### src/hdl/npc_pkg.sv
// ----------------------------------------------------------------------------
// npc_pkg
// Shared types, codes and helpers for the nucleotide pair counter.
// ----------------------------------------------------------------------------
package npc_pkg;

    localparam int CountBits  = 32;
    localparam int ReportBits = 32;
    localparam int NumLetters = 4;
    localparam int NumPairs   = 16;
    localparam int NumCells   = NumLetters + NumPairs + 1;
    localparam int IdxBits    = $clog2(NumCells);
    localparam int PairBase   = NumLetters;
    localparam int LengthCell = NumLetters + NumPairs;

    localparam logic [1:0] ACT_TEXT  = 2'd0;
    localparam logic [1:0] ACT_CLEAR = 2'd1;
    localparam logic [1:0] ACT_DUMP  = 2'd2;

    localparam logic [1:0] KIND_LETTER = 2'd0;
    localparam logic [1:0] KIND_PAIR   = 2'd1;
    localparam logic [1:0] KIND_LENGTH = 2'd2;

    typedef struct packed {
        logic clr;
        logic load;
        logic shift;
    } t_cell_ctl;

    typedef struct packed {
        logic       valid;
        logic [1:0] base;
    } t_base;

    function automatic t_base f_base_of(logic [7:0] sym);
        t_base r;
        r.valid = 1'b1;
        unique case (sym)
            8'h41, 8'h61: r.base = 2'd0;
            8'h43, 8'h63: r.base = 2'd1;
            8'h47, 8'h67: r.base = 2'd2;
            8'h54, 8'h74: r.base = 2'd3;
            default: begin
                r.valid = 1'b0;
                r.base  = 2'd0;
            end
        endcase
        return r;
    endfunction

    function automatic logic [ReportBits-1:0] f_report(logic [CountBits-1:0] v);
        logic [CountBits+ReportBits-1:0] w;
        w = (CountBits + ReportBits)'(v);
        if (w > (CountBits + ReportBits)'({ReportBits{1'b1}})) begin
            return '1;
        end
        return w[ReportBits-1:0];
    endfunction

endpackage

### src/hdl/npc_cell.sv
// ----------------------------------------------------------------------------
// npc_cell
// One saturating counter with a snapshot register that shifts to its neighbor.
// ----------------------------------------------------------------------------
module npc_cell (
    input  logic                              i_clk,
    input  logic                              i_rst_n,
    input  npc_pkg::t_cell_ctl                i_ctl,
    input  logic                              i_inc,
    input  logic [npc_pkg::ReportBits-1:0]    i_shift_in,
    output logic [npc_pkg::ReportBits-1:0]    o_shift_out
);
    import npc_pkg::*;

    logic [CountBits-1:0]  r_count, n_count;
    logic [ReportBits-1:0] r_snap, n_snap;

    always_comb begin
        n_count = r_count;
        if (i_ctl.clr) begin
            n_count = '0;
        end else if (i_inc && (r_count != {CountBits{1'b1}})) begin
            n_count = r_count + 1'b1;
        end
    end

    always_comb begin
        n_snap = r_snap;
        if (i_ctl.load) begin
            n_snap = f_report(r_count);
        end else if (i_ctl.shift) begin
            n_snap = i_shift_in;
        end
    end

    always_ff @(posedge i_clk) begin
        if (!i_rst_n) begin
            r_count <= '0;
        end else begin
            r_count <= n_count;
        end
    end

    always_ff @(posedge i_clk) begin
        r_snap <= n_snap;
    end

    assign o_shift_out = r_snap;

endmodule

### src/hdl/nucleotide_pair_counter_core.sv
// ----------------------------------------------------------------------------
// nucleotide_pair_counter_core
// Letter, pair and length counts over a DNA byte stream, held in a row of
// 21 counter cells whose snapshots shift out toward cell 0 on a dump.
// Text and clear requests: one per unstalled cycle, no result, registered update.
// Dump request: snapshot on accept, results from the next cycle, one per
// unstalled cycle (21 total); o_stall holds off every request until the
// last result is taken.
// Synchronous active-low reset zeroes all counts; no clearing pass.
// ----------------------------------------------------------------------------
module nucleotide_pair_counter_core (
    input  logic        i_clk,
    input  logic        i_rst_n,
    input  logic        i_valid,
    output logic        o_stall,
    input  logic [1:0]  i_action,
    input  logic [7:0]  i_symbol,
    output logic        o_valid,
    input  logic        i_stall,
    output logic [1:0]  o_kind,
    output logic [1:0]  o_first_base,
    output logic [1:0]  o_second_base,
    output logic [31:0] o_count,
    output logic        o_last
);
    import npc_pkg::*;

    logic               r_busy, n_busy;
    logic [IdxBits-1:0] r_idx, n_idx;
    logic [1:0]         r_prev_base, n_prev_base;
    logic               r_prev_valid, n_prev_valid;

    logic               in_acc, out_acc;
    t_base              cur;
    t_cell_ctl          ctl;
    logic [NumCells-1:0] inc;
    logic [ReportBits-1:0] chain [NumCells+1];
    logic [IdxBits-1:0] pair_idx;

    assign o_stall = r_busy;
    assign in_acc  = i_valid && !r_busy;
    assign out_acc = r_busy && !i_stall;
    assign cur     = f_base_of(i_symbol);

    always_comb begin
        ctl.clr   = in_acc && (i_action == ACT_CLEAR);
        ctl.load  = in_acc && (i_action == ACT_DUMP);
        ctl.shift = out_acc;
    end

    always_comb begin
        inc = '0;
        if (in_acc && (i_action == ACT_TEXT)) begin
            inc[LengthCell] = 1'b1;
            if (cur.valid) begin
                inc[cur.base] = 1'b1;
                if (r_prev_valid) begin
                    inc[PairBase + {r_prev_base, cur.base}] = 1'b1;
                end
            end
        end
    end

    always_comb begin
        n_prev_base  = r_prev_base;
        n_prev_valid = r_prev_valid;
        if (ctl.clr) begin
            n_prev_base  = 2'd0;
            n_prev_valid = 1'b0;
        end else if (in_acc && (i_action == ACT_TEXT)) begin
            n_prev_valid = cur.valid;
            if (cur.valid) begin
                n_prev_base = cur.base;
            end
        end
    end

    always_comb begin
        n_busy = r_busy;
        n_idx  = r_idx;
        if (ctl.load) begin
            n_busy = 1'b1;
            n_idx  = '0;
        end else if (out_acc) begin
            if (r_idx == IdxBits'(LengthCell)) begin
                n_busy = 1'b0;
            end else begin
                n_idx = r_idx + 1'b1;
            end
        end
    end

    always_ff @(posedge i_clk) begin
        if (!i_rst_n) begin
            r_busy       <= 1'b0;
            r_idx        <= '0;
            r_prev_base  <= 2'd0;
            r_prev_valid <= 1'b0;
        end else begin
            r_busy       <= n_busy;
            r_idx        <= n_idx;
            r_prev_base  <= n_prev_base;
            r_prev_valid <= n_prev_valid;
        end
    end

    assign chain[NumCells] = '0;

    for (genvar g = 0; g < NumCells; g++) begin : g_cell
        npc_cell u_cell (
            .i_clk       (i_clk),
            .i_rst_n     (i_rst_n),
            .i_ctl       (ctl),
            .i_inc       (inc[g]),
            .i_shift_in  (chain[g+1]),
            .o_shift_out (chain[g])
        );
    end

    assign pair_idx = r_idx - IdxBits'(PairBase);

    always_comb begin
        o_kind        = KIND_LENGTH;
        o_first_base  = 2'd0;
        o_second_base = 2'd0;
        if (r_idx < IdxBits'(PairBase)) begin
            o_kind       = KIND_LETTER;
            o_first_base = r_idx[1:0];
        end else if (r_idx < IdxBits'(LengthCell)) begin
            o_kind        = KIND_PAIR;
            o_first_base  = pair_idx[3:2];
            o_second_base = pair_idx[1:0];
        end
    end

    assign o_valid = r_busy;
    assign o_count = chain[0];
    assign o_last  = (r_idx == IdxBits'(LengthCell));

endmodule

### config.mk
export PLATFORM = sky130hd
export DESIGN_NAME = nucleotide_pair_counter_core
export DESIGN_NICKNAME = d
export VERILOG_FILES = /design/src/hdl/npc_pkg.sv /design/src/hdl/npc_cell.sv /design/src/hdl/nucleotide_pair_counter_core.sv
export SDC_FILE = /design/constraint.sdc
export NUM_CORES = 2
export LEC_CHECK = 0
export ABC_AREA = 1
export BUFFER_PORTS_ARGS = -buffer_cell sky130_fd_sc_hd__buf_4
export CAP_MARGIN = 40
export CORE_MARGIN = 10
export CORE_UTILIZATION = 64
export CTS_CLUSTER_DIAMETER = 100
export DETAILED_ROUTE_END_ITERATION = 12
export GPL_ROUTABILITY_DRIVEN = 0
export PLACE_DENSITY = 0.85
export SYNTH_ARGS = -nofsm -noshare
export SYNTH_HDL_FRONTEND = slang
export SYNTH_HIERARCHICAL = 1
export SYNTH_SLANG_ARGS = --single-unit
### constraint.sdc
create_clock -name i_clk -period 4.29 [get_ports i_clk]
set_input_delay 0.2145 -clock i_clk [delete_from_list [all_inputs] [get_ports i_clk]]
set_output_delay 0.2145 -clock i_clk [all_outputs]
set_load 0.02 [all_outputs]
==> impl_metrics.tcl <==
set metrics [dict create \
    cp_slowest_stage_delay_ns 0.68 \
    mostFrequentLayoutCell "nand2_1" \
    dr_total_vias 67269 \
    ys_ff_latch 1353 \
    insertion_delay_ns 0.78 \
    fmax_mhz 291.8 \
    grt_max_degree 76 \
    io_buffers 53 \
    synth_cells 10019 \
    dr.pass1.iters 9 \
    synth_cell_types 35 \
    crit_chain "inv_2 -> nand2_2 -> nor2_4 -> nand3_2 -> nor3_2 -> buf_4 -> nand2_1 -> nor2_1 -> nand2_1 -> nor2_1 -> nand3_1 -> nand2_1 -> nor2_1" \
    row_count 123 \
    comb_power_share 0.045 \
    cts_buffer_depth 3 \
    clkPwrFrac 0.458 \
    via_per_inst 5.789 \
    nFillCells 8611 \
    mostFrequentLayoutCells "3614 x nand2_1, 1679 x nor2_1, 733 x inv_1" \
    start_util 0.6445 \
    critPathLaunchType "register" \
    htree_levels 4 \
    setup_tns_ns 0 \
    cts_setup_buffers 0 \
    slew_violations 0 \
    die_area_um2 127200 \
    switching_share 0.2275 \
    syn_avg_cell_area_um2 7.237 \
    setup_violations 0 \
    seq_area_um2 33810 \
    ctsResizeCount 0 \
    utilization 0.6977 \
    p_seq_frac 0.497 \
    die_h_um 356.6 \
    overflow 0 \
    ys_seq_area_frac 0.4663 \
    hold_viol_final 0 \
    period_share 0.7989 \
    worst_pin_slew_ns 0.9564 \
    irDropWorstVdd_mv 0.3705 \
    power.leakage_uw 0.02956 \
    post_drt_wl_per_cell_um 16.94 \
    period_needed_ns 3.427 \
    cts.sinks 1353 \
    hold_path_class "primary input to register" \
    grtUsageTotal 0.2993 \
    cts_tree "done" \
    grt_pass1_vias 62199 \
    antenna_found_initial 4 \
    drive_gt1_frac 0.08599 \
    netlist_area_um2 72510 \
    area_growth_pct 8.254 \
    hpwlAfterDp_mm 139.5 \
    cts.clk_slew.worst_paths_ns 0.06 \
    p_per_area_nw_per_um2 360.2 \
    rsz0062_at_grt "no" \
    root_buffer "clkbuf_16" \
    crit_slowest_cell "nor3_2" \
    end_kind "register" \
    drc 0 \
    multi_input_area_um2 33770 \
    crit_arrival_ns 4.10 \
    cts-buffers-inserted 143 \
    first_iter_violations 8614 \
    drt_wl_total_mm 196.8 \
    cp_max_fo 21 \
    fp.dieW_um 356.6 \
    intPower_uw 21840 \
    crit_type "register to register" \
    core_um2 112500 \
    num_io_pins 55 \
    grt_pass1_wl_mm 312.9 \
    p_switching_uw 6434 \
    antenna_left 0 \
    critPathRequiredTime_ns 4.96 \
    status "complete, no violations" \
    skew_ns 0.02532 \
    cap_viol_max_count 0 \
    num-nets-final 10036 \
    yosys_warnings 6 \
    slew_headroom 0.3600 \
]
cells in the mapped netlist, drive strengths merged:
cell type	instances	share of area
dfxtp	681	0.19
or2	21	0.0018
inv	760	0.039
buf	169	0.020
edfxtp	672	0.28
nand2	3743	0.20
nand4	106	0.0091
nand3b	1	0.00010
a31oi	42	0.0036
a211oi	1	0.00010
a21oi	511	0.035
xor2	23	0.0028
and2	21	0.0018
nor3	130	0.0090
nor2	1853	0.11
conb	1	0.000052
ha	24	0.0041
o21ai	236	0.016
o22ai	1	0.000086
o21bai	1	0.00010
a21boi	1	0.00010
nand3	853	0.072
clkbuf	168	0.011
metrics by stage:
step                instances  cell area [um^2]  hold slack (ns)  setup WS, ns  total power, uW
detailed placement      11349             73540           0.4915        0.9865            15560
finish                  11621             78490          0.03649        0.8629            28280
global placement        11339             73280           0.4787         1.041            15490
floorplan               10050             72620           0.3683        0.9332            15070
CTS                     11618             78480         0.001853         1.013            28360
global route            11618             78480          0.07028        0.6554            29020
layout make-up:
type | count | area share
Antenna cell | 3 | 0.00009564
Timing Repair Buffer | 140 | 0.01597
Tap cell | 1500 | 0.02391
Sequential cell | 1353 | 0.4308
Clock buffer | 181 | 0.04966
Multi-Input combinational cell | 7600 | 0.4303
Inverter | 760 | 0.03644
Clock inverter | 84 | 0.01286
power groups by stage:
stage                     Sequential (uW)  Combinational, uW  Clock, uW
final                               14100               1270      13000
after global routing                14100               1390      13600
after CTS                           14100               1250      13100
after detailed placement            14300               1230          0
after global placement              14300               1180          0
after floorplan                     14300                785          0
routing by layer:
metal | wire, um | track usage
met5 | 16 | 0
met3 | 19220 | 0.05028
met2 | 90810 | 0.4873
met4 | 11910 | 0.1755
met1 | 74860 | 0.3739
critical path: cells and delay by family (launching register included):
kind	cells	cell delay [ns]
AND/OR/NAND/NOR	11	2.57
flip-flops	1	0.34
buffers and inverters	2	0.39
logic make-up (layout without fill, tap and decap cells):
group,after synthesis,count (layout),share of synthesized area
AND/OR/NAND/NOR,6728,6728,0.4004
adder cells (fa/ha/maj),24,24,0.004142
AO/OA/AOI/OAI,793,793,0.05569
flip-flops,1353,1353,0.4663
XOR/XNOR,23,23,0.002778
other,1,35,0.00005172
buffers and inverters,1097,1165,0.07061
final timing paths:
kind                                  start                           end  slack [ns]  cells after the start
worst max-delay path                o_stall  g_cell[6].u_cell/r_count[28]        0.86                     13
worst min-delay path            i_symbol[6]                r_prev_base[1]        0.04                      6
worst max register to register      o_stall  g_cell[6].u_cell/r_count[28]        0.86                     13
worst min register to register     r_idx[4]                      r_idx[4]        0.50                      2
state kept, by name, indices dropped and copies added (netlist names):
register	count
g_cell.u_cell/o_shift_out	672
r_prev_base	2
o_stall	1
g_cell.u_cell/r_count	672
r_idx	5
r_prev_valid	1
timing repair:
| action | in CTS | in global routing |
|---|---|---|
| endpoints found under the setup margin | 0 | 0 |
| hold endpoints to repair | 6 | 0 |
| hold buffers | 4 | 0 |
Power figures use the tool's default switching activity.
